===== src/hw/rtl/ple_pkg.sv =====
// Shared types and constants of the positional list engine.
// Used by ple_ctrl, ple_dp and positional_list_engine; depends on nothing.
package ple_pkg;

  localparam int unsigned CapacityDef = 16;
  localparam int unsigned OpW  = 3;
  localparam int unsigned ValW = 32;
  localparam int unsigned PosW = 7;
  localparam int unsigned StW  = 3;
  localparam int unsigned InDataW  = 40;  // value + position, padded to bytes
  localparam int unsigned OutDataW = 32;

  typedef enum logic [OpW-1:0] {
    OP_INS_FRONT = 3'd0,
    OP_INS_BACK  = 3'd1,
    OP_INS_AT    = 3'd2,
    OP_DEL_FRONT = 3'd3,
    OP_DEL_BACK  = 3'd4,
    OP_DEL_AT    = 3'd5,
    OP_READ      = 3'd6
  } op_e;

  typedef enum logic [StW-1:0] {
    ST_OK      = 3'd0,
    ST_INVALID = 3'd1,
    ST_RANGE   = 3'd2,
    ST_UNDER   = 3'd3,
    ST_FULL    = 3'd4
  } status_e;

  typedef enum logic [1:0] {
    S_IDLE,
    S_EXEC,
    S_READ
  } state_e;

  typedef struct packed {
    logic capture;
    logic exec;
    logic read_step;
  } cmd_t;

  typedef struct packed {
    logic slot_free;
    logic read_go;
    logic read_last;
  } sts_t;

endpackage


===== src/hw/rtl/ple_ctrl.sv =====
// Controller state machine of the positional list engine.
// Depends on ple_pkg; drives the ple_dp command struct.
module ple_ctrl (
  input  logic          clk_i,
  input  logic          rst_ni,
  input  logic          in_valid_i,
  output logic          in_ready_o,
  input  ple_pkg::sts_t sts_i,
  output ple_pkg::cmd_t cmd_o
);
  import ple_pkg::*;

  state_e state_q, state_d;

  always_ff @(posedge clk_i or negedge rst_ni) begin
    if (!rst_ni) begin
      state_q <= S_IDLE;
    end else begin
      state_q <= state_d;
    end
  end

  always_comb begin
    state_d    = state_q;
    cmd_o      = '0;
    in_ready_o = 1'b0;
    unique case (state_q)
      S_IDLE: begin
        in_ready_o = 1'b1;
        if (in_valid_i) begin
          cmd_o.capture = 1'b1;
          state_d       = S_EXEC;
        end
      end
      S_EXEC: begin
        if (sts_i.slot_free) begin
          cmd_o.exec = 1'b1;
          state_d    = sts_i.read_go ? S_READ : S_IDLE;
        end
      end
      S_READ: begin
        if (sts_i.slot_free) begin
          cmd_o.read_step = 1'b1;
          if (sts_i.read_last) begin
            state_d = S_IDLE;
          end
        end
      end
      default: state_d = S_IDLE;
    endcase
  end

  a_accept_to_exec: assert property (@(posedge clk_i) disable iff (!rst_ni)
    (in_valid_i && in_ready_o) |=> (state_q == S_EXEC))
    else $error("accepted beat did not enter execute");

  a_ready_only_idle: assert property (@(posedge clk_i) disable iff (!rst_ni)
    in_ready_o |-> (state_q == S_IDLE))
    else $error("ready outside idle");

  a_read_end: assert property (@(posedge clk_i) disable iff (!rst_ni)
    (cmd_o.read_step && sts_i.read_last) |=> (state_q == S_IDLE))
    else $error("read out did not end on last element");

endmodule


===== src/hw/rtl/ple_dp.sv =====
// Datapath of the positional list engine: command register, shifting
// cell row, element count, read-out counter and output register. Uses ple_pkg.
module ple_dp #(
  parameter int unsigned CAPACITY = ple_pkg::CapacityDef
) (
  input  logic                        clk_i,
  input  logic                        rst_ni,
  input  ple_pkg::cmd_t               cmd_i,
  output ple_pkg::sts_t               sts_o,
  input  logic [ple_pkg::OpW-1:0]     op_i,
  input  logic signed [ple_pkg::ValW-1:0] value_i,
  input  logic [ple_pkg::PosW-1:0]    position_i,
  output logic                        out_valid_o,
  input  logic                        out_ready_i,
  output logic [ple_pkg::StW-1:0]     out_status_o,
  output logic signed [ple_pkg::ValW-1:0] out_element_o,
  output logic                        out_last_o
);
  import ple_pkg::*;

  localparam int unsigned CntW = $clog2(CAPACITY + 1);
  localparam int unsigned IdxW = (CAPACITY > 1) ? $clog2(CAPACITY) : 1;
  localparam int unsigned CmpW = ((CntW > PosW) ? CntW : PosW) + 1;

  logic [OpW-1:0]         op_q;
  logic signed [ValW-1:0] val_q;
  logic [PosW-1:0]        pos_q;

  logic signed [ValW-1:0] cell_q [CAPACITY];
  logic signed [ValW-1:0] cell_d [CAPACITY];
  logic [CntW-1:0]        cnt_q, cnt_d;
  logic [CntW-1:0]        rd_q, rd_d;

  logic                   out_valid_q, out_valid_d;
  status_e                out_status_q, out_status_d;
  logic signed [ValW-1:0] out_element_q, out_element_d;
  logic                   out_last_q, out_last_d;

  status_e         st;
  logic            ins_en, del_en, rot_en, read_ok;
  logic [IdxW-1:0] idx;
  logic [CmpW-1:0] pos_x, cnt_x;
  logic            empty, full, slot_free, load;

  assign pos_x     = CmpW'(pos_q);
  assign cnt_x     = CmpW'(cnt_q);
  assign empty     = (cnt_q == '0);
  assign full      = (cnt_q == CntW'(CAPACITY));
  assign slot_free = !out_valid_q || out_ready_i;

  // decode status and cell operation of the held command
  always_comb begin
    st      = ST_OK;
    ins_en  = 1'b0;
    del_en  = 1'b0;
    read_ok = 1'b0;
    idx     = '0;
    unique case (op_e'(op_q))
      OP_INS_FRONT, OP_INS_BACK: begin
        if (full) begin
          st = ST_FULL;
        end else begin
          ins_en = 1'b1;
          idx    = (op_q == OP_INS_FRONT) ? '0 : IdxW'(cnt_q);
        end
      end
      OP_INS_AT: begin
        if (pos_q == '0) begin
          st = ST_INVALID;
        end else if (pos_x > cnt_x + CmpW'(1)) begin
          st = ST_RANGE;
        end else if (full) begin
          st = ST_FULL;
        end else begin
          ins_en = 1'b1;
          idx    = IdxW'(pos_x - CmpW'(1));
        end
      end
      OP_DEL_FRONT, OP_DEL_BACK: begin
        if (empty) begin
          st = ST_UNDER;
        end else begin
          del_en = 1'b1;
          idx    = (op_q == OP_DEL_FRONT) ? '0 : IdxW'(cnt_q - CntW'(1));
        end
      end
      OP_DEL_AT: begin
        if (empty) begin
          st = ST_UNDER;
        end else if (pos_q == '0) begin
          st = ST_INVALID;
        end else if (pos_x > cnt_x) begin
          st = ST_RANGE;
        end else begin
          del_en = 1'b1;
          idx    = IdxW'(pos_x - CmpW'(1));
        end
      end
      OP_READ: begin
        if (empty) begin
          st = ST_UNDER;
        end else begin
          read_ok = 1'b1;
        end
      end
      default: st = ST_INVALID;
    endcase
  end

  assign rot_en = cmd_i.read_step;

  // shift the cell row: open a gap, close a gap, or rotate by one toward the front
  always_comb begin
    for (int i = 0; i < CAPACITY; i++) begin
      cell_d[i] = cell_q[i];
      if (cmd_i.exec && ins_en) begin
        if (IdxW'(i) == idx) begin
          cell_d[i] = val_q;
        end else if (IdxW'(i) > idx) begin
          cell_d[i] = cell_q[(i > 0) ? i - 1 : 0];
        end
      end else if ((cmd_i.exec && del_en) || rot_en) begin
        if (rot_en && (CntW'(i + 1) == cnt_q)) begin
          cell_d[i] = cell_q[0];
        end else if (rot_en || (IdxW'(i) >= idx)) begin
          cell_d[i] = cell_q[(i < CAPACITY - 1) ? i + 1 : i];
        end
      end
    end
  end

  always_comb begin
    cnt_d = cnt_q;
    if (cmd_i.exec && ins_en) begin
      cnt_d = cnt_q + CntW'(1);
    end else if (cmd_i.exec && del_en) begin
      cnt_d = cnt_q - CntW'(1);
    end
  end

  always_comb begin
    rd_d = rd_q;
    if (cmd_i.exec && read_ok) begin
      rd_d = cnt_q;
    end else if (cmd_i.read_step) begin
      rd_d = rd_q - CntW'(1);
    end
  end

  assign load = (cmd_i.exec && !read_ok) || cmd_i.read_step;

  always_comb begin
    out_valid_d   = out_valid_q;
    out_status_d  = out_status_q;
    out_element_d = out_element_q;
    out_last_d    = out_last_q;
    if (load) begin
      out_valid_d = 1'b1;
      if (cmd_i.read_step) begin
        out_status_d  = ST_OK;
        out_element_d = cell_q[0];
        out_last_d    = (rd_q == CntW'(1));
      end else begin
        out_status_d  = st;
        out_element_d = '0;
        out_last_d    = 1'b1;
      end
    end else if (out_ready_i) begin
      out_valid_d = 1'b0;
    end
  end

  always_ff @(posedge clk_i or negedge rst_ni) begin
    if (!rst_ni) begin
      cnt_q       <= '0;
      rd_q        <= '0;
      out_valid_q <= 1'b0;
    end else begin
      cnt_q       <= cnt_d;
      rd_q        <= rd_d;
      out_valid_q <= out_valid_d;
    end
  end

  always_ff @(posedge clk_i) begin
    if (cmd_i.capture) begin
      op_q  <= op_i;
      val_q <= value_i;
      pos_q <= position_i;
    end
    for (int i = 0; i < CAPACITY; i++) begin
      cell_q[i] <= cell_d[i];
    end
    out_status_q  <= out_status_d;
    out_element_q <= out_element_d;
    out_last_q    <= out_last_d;
  end

  assign sts_o.slot_free = slot_free;
  assign sts_o.read_go   = read_ok;
  assign sts_o.read_last = (rd_q == CntW'(1));

  assign out_valid_o   = out_valid_q;
  assign out_status_o  = out_status_q;
  assign out_element_o = out_element_q;
  assign out_last_o    = out_last_q;

  a_cnt_bound: assert property (@(posedge clk_i) disable iff (!rst_ni)
    cnt_q <= CntW'(CAPACITY))
    else $error("element count above capacity");

  a_load_shows: assert property (@(posedge clk_i) disable iff (!rst_ni)
    load |=> out_valid_q)
    else $error("loaded result not presented");

  a_read_stable: assert property (@(posedge clk_i) disable iff (!rst_ni)
    cmd_i.read_step |=> $stable(cnt_q))
    else $error("count changed during read out");

endmodule


===== src/hw/rtl/positional_list_engine.sv =====
// Top level of the positional list engine: ordered list of signed 32-bit values.
// Instantiates ple_ctrl and ple_dp; uses ple_pkg.
//
// Input stream: one beat is one command. tuser carries the opcode, tdata the
// value to insert and the 1-based position. Output stream: tuser carries the
// status, tdata the element read out (zero otherwise), tlast marks the final
// beat of a command. Every command gives one beat, except a read out of a
// non-empty list, which gives one beat per held element from front to back.
// A command is taken in the idle state and executed once the output register
// has room; a new command is taken only after the last one has finished.
// Insert and delete shift the whole cell row when the command executes;
// read out rotates the row by one cell per beat and ends with it restored.
// The output register frees the input side: a new command is taken while a
// result still waits. When the receiver stalls, execution waits for the
// output register to drain and the input side stalls after one command.
// Reset empties the list and drops any pending output beat.
module positional_list_engine #(
  parameter int unsigned CAPACITY = ple_pkg::CapacityDef
) (
  input  logic                             clk_i,
  input  logic                             rst_ni,
  input  logic                             s_axis_tvalid_i,
  output logic                             s_axis_tready_o,
  input  logic [ple_pkg::InDataW-1:0]      s_axis_tdata_i,  // value[31:0], position[38:32]
  input  logic [ple_pkg::OpW-1:0]          s_axis_tuser_i,  // opcode[2:0]
  output logic                             m_axis_tvalid_o,
  input  logic                             m_axis_tready_i,
  output logic [ple_pkg::OutDataW-1:0]     m_axis_tdata_o,  // element[31:0]
  output logic [ple_pkg::StW-1:0]          m_axis_tuser_o,  // status[2:0]
  output logic                             m_axis_tlast_o
);
  import ple_pkg::*;

  cmd_t cmd;
  sts_t sts;
  logic signed [ValW-1:0] element;

  ple_ctrl u_ctrl (
    .clk_i      (clk_i),
    .rst_ni     (rst_ni),
    .in_valid_i (s_axis_tvalid_i),
    .in_ready_o (s_axis_tready_o),
    .sts_i      (sts),
    .cmd_o      (cmd)
  );

  ple_dp #(
    .CAPACITY (CAPACITY)
  ) u_dp (
    .clk_i         (clk_i),
    .rst_ni        (rst_ni),
    .cmd_i         (cmd),
    .sts_o         (sts),
    .op_i          (s_axis_tuser_i),
    .value_i       (s_axis_tdata_i[ValW-1:0]),
    .position_i    (s_axis_tdata_i[ValW+PosW-1:ValW]),
    .out_valid_o   (m_axis_tvalid_o),
    .out_ready_i   (m_axis_tready_i),
    .out_status_o  (m_axis_tuser_o),
    .out_element_o (element),
    .out_last_o    (m_axis_tlast_o)
  );

  assign m_axis_tdata_o = OutDataW'(element);

endmodule


===== config.mk =====
export PLATFORM = sky130hd
export DESIGN_NAME = positional_list_engine
export DESIGN_NICKNAME = d
export VERILOG_FILES = /design/src/hw/rtl/ple_pkg.sv /design/src/hw/rtl/ple_ctrl.sv /design/src/hw/rtl/ple_dp.sv /design/src/hw/rtl/positional_list_engine.sv
export SDC_FILE = /design/constraint.sdc
export NUM_CORES = 1
export LEC_CHECK = 0
export BUFFER_PORTS_ARGS = -buffer_cell sky130_fd_sc_hd__clkbuf_2
export CAP_MARGIN = 10
export CORE_MARGIN = 2
export CORE_UTILIZATION = 57
export DETAILED_ROUTE_END_ITERATION = 16
export PLACE_DENSITY_LB_ADDON = 0.12
export SYNTH_ARGS = -nofsm -noshare
export SYNTH_HDL_FRONTEND = slang
export SYNTH_SLANG_ARGS = --single-unit
export TNS_END_PERCENT = 10

===== constraint.sdc =====
create_clock -name clk_i -period 6.3 [get_ports clk_i]
set_input_delay 0.945 -clock clk_i [delete_from_list [all_inputs] [get_ports clk_i]]
set_output_delay 0.945 -clock clk_i [all_outputs]
set_load 0.01 [all_outputs]

Word-level counts from Yosys, hierarchy flattened
Memories as Yosys holds them, arrays and structs flattened.
Index checks and enable logic that the tools add are counted.
{"block": "totals", "reg_bits": 91, "ram_bits": 512, "input_bits": 47, "out_inout_bits": 38, "wordCells": 286, "memories": 1}
{"name": "u_dp.cell_q", "depth": 16, "width": 32, "rd": 16, "rd_ports_with_merged_regs": 0, "wr": 16, "line_no": "ple_dp.sv:29", "text": "logic signed [ValW-1:0] cell_q [CAPACITY];"}
{"block": "op_classes", "addsub": 5, "order_cmp": 32, "n_eq_ne": 45, "mux": 141, "reduce_logical": 52}
{"cell": "$mux W32", "n": 94}
{"cell": "$eq A4 B5 Y1 const A", "n": 8}
{"cell": "$mux W4", "n": 10}
{"cell": "$eq A4 B4 Y1 const A", "n": 8}
{"cell": "$gt A4 B4 Y1 const A", "n": 8}
{"cell": "$ge A4 B4 Y1 const A", "n": 7}
{"cell": "$eq A3 B5 Y1 const A", "n": 4}
{"cell": "$logic_and A1 B1 Y1", "n": 20}
{"cell": "$mux W5", "n": 4}
{"cell": "$logic_or A1 B1 Y1", "n": 18}
{"cell": "$eq A3 B4 Y1 const A", "n": 4}
{"cell": "$ge A3 B4 Y1 const A", "n": 4}
{"cell": "$gt A3 B4 Y1 const A", "n": 4}
{"cell": "$mux W1", "n": 16}
{"cell": "$pmux W4 S4", "n": 1}
{"cell": "$mux W3", "n": 5}
{"cell": "$mux W2", "n": 7}
{"cell": "$pmux W3 S4", "n": 1}
{"cell": "$eq A2 B5 Y1 const A", "n": 2}
{"cell": "$sub A5 B1 Y5 const B", "n": 2}
{"cell": "$eq A3 B3 Y1 const B", "n": 3}
{"cell": "$eq A2 B4 Y1 const A", "n": 2}
{"cell": "$ge A1 B4 Y1 const A", "n": 2}
{"cell": "$ge A2 B4 Y1 const A", "n": 2}
{"cell": "30 further kinds", "n": 39}

Logic depth before layout (Yosys ltp)
{"block": "depth", "depth_word": 11, "depth_mapped": 16, "depth_no_buf": 12}

Hierarchy
From an unflattened synthesis, not the netlist that was laid out.
{"block": "hier_totals", "cells_unflattened": 3342, "hier_area_um2": 33783.7}
{"module": "ple_dp", "n_inst": 1, "cells_each": 3330, "area_per_inst_um2": 33672.3, "seq_area_each_um2": 17992.3}
{"module": "ple_ctrl", "n_inst": 1, "cells_each": 12, "area_per_inst_um2": 111.4, "seq_area_each_um2": 50.0}

Least setup slack after synthesis
Ideal clock, no wire load.
{"block": "synth_timing", "kind": "reg2reg", "from": "register u_dp.cnt_q[0] (netlist name)", "to": "memory u_dp.cell_q[0][0], enable pin", "setup_time_ns": 0.480, "t_arrival_ns": 5.615, "required_ns": 5.820, "slack_ns": 0.205, "stages_incl_launch_ff": 13, "path_buffers": 0, "synth_period_minus_slack_ns": 6.095, "cell_sequence": "dfrtp_1 > ha_1 > and3_1 > ha_1 > ha_1 > a21o_1 > a211o_1 > o22ai_1 > a31oi_1 > nor3_1 > nor2_1 > o21a_1 > a311oi_1"}
{"item": "to (decl)", "line_no": "ple_dp.sv:29"}

==> key figures <==
Run status
  – Status: finished, final reports clean

STA
  – Final period utilization: 83.7%
  – RSZ-0062 raised after global routing: false
  – Max Freq: 190 MHz
  – Final setup vio count: 0
  – Worst Max-Slew Pin Slew: 1170 ps
  – Hold Vio Cnt, Final: 0
  – Max-slew violations: 0
  – Final worst clock skew: 30.2 ps
  – Rel. slew slack: 21.8%
  – Setup TNS: 0 ps
  – Min Tclk post-route: 5270 ps

Floorplan
  – IO Count: 85
  – Core ar.: 58700 µm²
  – Die H: 247 µm
  – Std-Cell Rows: 89
  – Horiz. Die Dim: 247 µm
  – Die Area: 61000 µm²
  – Initial core utilization: 57.4%

Logic synthesis
  – Avg Inst Size Synth: 10.8 µm²
  – Top post-synthesis cells by area: edfxtp_1 (53%), mux2i_1 (12%), a22oi_1 (5.6%)
  – Fraction of registers with async set or reset after synthesis: 2.16%
  – Synthesized flop and latch total: 603
  – Cell taking the most area after synthesis: edfxtp_1
  – YS warnings: 0
  – Synthesized net count: 3183
  – Post-synth EDFFs: 590
  – Top-area cell type share of the netlist area: 52.6%
  – Synthesized cell area: 33700 µm²
  – Yosys cell types: 71
  – Post-Syn Instances: 3115
  – Ys flop type: edfxtp_1
  – Post-synthesis sequential area ratio: 53.6%

Power and ir drop
  – Pleak: 15.6 nW
  – Peak supply drop: 283 µV
  – Share of total power in the clock network: 23.7%
  – Final Power: 17.0 mW
  – Cell Pwr Density: 456 nW/µm²
  – Combinational share of power: 31.9%
  – Switch share: 37.6%
  – Sequential group share of total power: 44.4%
  – Cell Int Power: 10.6 mW
  – Net Sw Power: 6.39 mW

Route
  – Drt total wl: 115 mm
  – Post-DR vias/cell: 7.23
  – Final ANT Viol Nets: 0
  – DRC viols: 0
  – DR pass1 iterations: 6
  – Initial DRC Count: 4629
  – Avg WL per Cell: 29.7 µm
  – Via total after detailed routing: 27900

CTS
  – Setup Fix Bufs, Post-CTS: 0
  – CTS resizes: 0
  – CTS Hold Bufs: 0
  – CTS tree: done
  – Clock sink total: 603
  – Clock transition at path regs: 60 ps
  – CTS H-Tree Depth: 3
  – CTS root buf: clkbuf_16
  – Worst-skew pair later-pin latency: 640 ps
  – CTS max path bufs: 3
  – CTS Buf Count: 69

Worst setup path
  – Startpoint type of the worst setup path: flop
  – Crit end category: flop
  – Flop2flop setup slack: 1030 ps
  – Worst EP required: 6590 ps
  – Worst-path maximum fanout: 25
  – Arr. time, crit path: 5570 ps
  – Cell Chain, Critical Path: ha_1 -> and3_1 -> ha_1 -> ha_1 -> a21o_1 -> a211o_1 -> o22ai_1 -> a31oi_1 -> nor3_2 -> nor2_2 -> buf_4 -> o21a_1 -> a311oi_4 -> buf_12
  – Slowest-stage cell, CP: a311oi_4
  – WS Path Type: reg2reg
  – Crit-path max cell delay: 760 ps
  – Most used cell, CP: ha_1

Worst hold path
  – Hold Crit Class: in2async

GRT
  – Vias in the first global route: 26300
  – Largest net degree at the start of global routing: 145
  – First-pass GRT wire length: 168 mm
  – Initial antenna violation count: 0
  – Gr usage total: 37.1%
  – Total congestion overflow: 0

Final layout
  – Nets: 3103
  – Fillers: 4513
  – P&R area growth vs syn: 10.5%
  – Highest-count cells in the layout ignoring fill and taps: edfxtp_1 (590), nand2_1 (444), mux2i_1 (416)
  – Final Cell Area: 37200 µm²
  – Most common cell after layout, fill and taps aside: edfxtp_1
  – Layout cells sized above 1: 12.0%
  – Antenna cells: 0

Place
  – Placer Congestion: 0.885
  – PortBufs: 83
  – DP Area: 35000 µm²
  – Final HPWL DP: 62.3 mm

Run
  – Max-Cap Viols: 0
flip-flops by register name, indices dropped and copies added, names as in the netlist:
signal,cells
u_dp.cell_q,512
u_dp.out_element_o,32
u_dp.val_q,32
u_dp.pos_q,7
u_dp.cnt_q,5
u_dp.rd_q,5
u_dp.op_q,3
u_dp.out_status_o,3
u_ctrl.state_q,2
u_dp.out_last_o,1
u_dp.out_valid_o,1
path summary, 6_finish.rpt:
kind                                    from                  to  cells after the start
min                                   rst_ni   u_ctrl.state_q[0]                      1
max reg2reg                    u_dp.cnt_q[0]  u_dp.cell_q[0][18]                     14
min in group clk_i         s_axis_tdata_i[2]       u_dp.val_q[2]                      1
max                            u_dp.cnt_q[0]  u_dp.cell_q[0][18]                     14
max in group asynchronous             rst_ni       u_dp.cnt_q[3]                      1
min reg2reg                u_ctrl.state_q[1]   u_ctrl.state_q[0]                      1
critical path, delay by kind of cell, from the launching register on:
family	cells	cell delay, ps
DFF	1	510
buffers and inverters	2	600
AOI/OAI and AO/OA	6	2200
and+or+nand+nor	3	660
adders and majority gates	3	940
per-stage QoR:
step,instances,setup WS [ps],util (%),hold WS (ps)
after floorplan,3115,205,-,442
after global placement,3737,1160,59.6,473
after detailed placement,3737,1110,59.6,503
after CTS,3861,1110,63.4,241
after global routing,3861,745,63.4,252
final,3861,1030,63.4,244
final cells by class:
cell class / count / area, µm² / share of cell area, %
inverters: 15 / 56.3 / 0.151
multi-input cells: 2169 / 14700 / 39.4
clock inverters: 32 / 292 / 0.783
repair buffers: 177 / 1260 / 3.38
well taps: 773 / 967 / 2.60
clock buffers: 92 / 1920 / 5.15
flip-flops and latches: 603 / 18000 / 48.5
per-layer routing:
metal | track usage, % | vias up | wire length [µm]
li1 | - | 11700 | -
met1 | 51.3 | 13700 | 44500
met2 | 55.9 | 2126 | 50600
met3 | 8.34 | 363 | 14500
met4 | 16.8 | 0 | 5280
met5 | 0 | - | 0
power by group through the flow:
stage                     registers [mW]  logic, mW  clock network, mW
final                               7.54       5.41               4.03
after global routing                7.67       5.77               4.20
after floorplan                     7.14       3.59                  0
after detailed placement            7.54       5.26                  0
after CTS                           7.48       5.27               4.05
after global placement              7.49       5.07                  0
Yosys cell counts, types with 3 or more instances:
| cell | number |
|---|---|
| nand2b_1 | 4 |
| nand4_1 | 6 |
| xnor2_1 | 6 |
| nor3_1 | 104 |
| nor4_4 | 3 |
| nor4_2 | 4 |
| nor2_1 | 125 |
| buf_1 | 17 |
| o22ai_1 | 38 |
| o21ai_0 | 40 |
| dfrtp_1 | 13 |
| inv_1 | 15 |
| o311a_1 | 9 |
| clkbuf_1 | 277 |
| buf_2 | 28 |
| o21ai_1 | 14 |
| nand3_1 | 48 |
| a22oi_1 | 251 |
| ha_1 | 21 |
| o211ai_1 | 34 |
| o21a_1 | 4 |
| buf_4 | 5 |
| nor3b_1 | 3 |
| and3_1 | 35 |
| mux2_2 | 32 |
| nand3b_1 | 3 |
| nor2b_1 | 37 |
| edfxtp_1 | 590 |
| o31ai_1 | 3 |
| a21o_1 | 3 |
| nand2_1 | 451 |
| mux2i_1 | 416 |
| a221oi_1 | 96 |
| a211oi_1 | 34 |
| a21oi_1 | 295 |
logic make-up (layout without fill, tap and decap cells):
| family | after synthesis | count (layout) | synth area share [%] |
|---|---|---|---|
| DFF | 603 | 603 | 53.6 |
| buffers and inverters | 343 | 316 | 4.01 |
| and+or+nand+nor | 847 | 847 | 11.3 |
| AOI/OAI and AO/OA | 845 | 845 | 16.7 |
| muxes | 448 | 448 | 13.4 |
| xor gates and xnor gates | 8 | 8 | 0.208 |
| adders and majority gates | 21 | 21 | 0.780 |
Power figures use the tool's default switching activity.
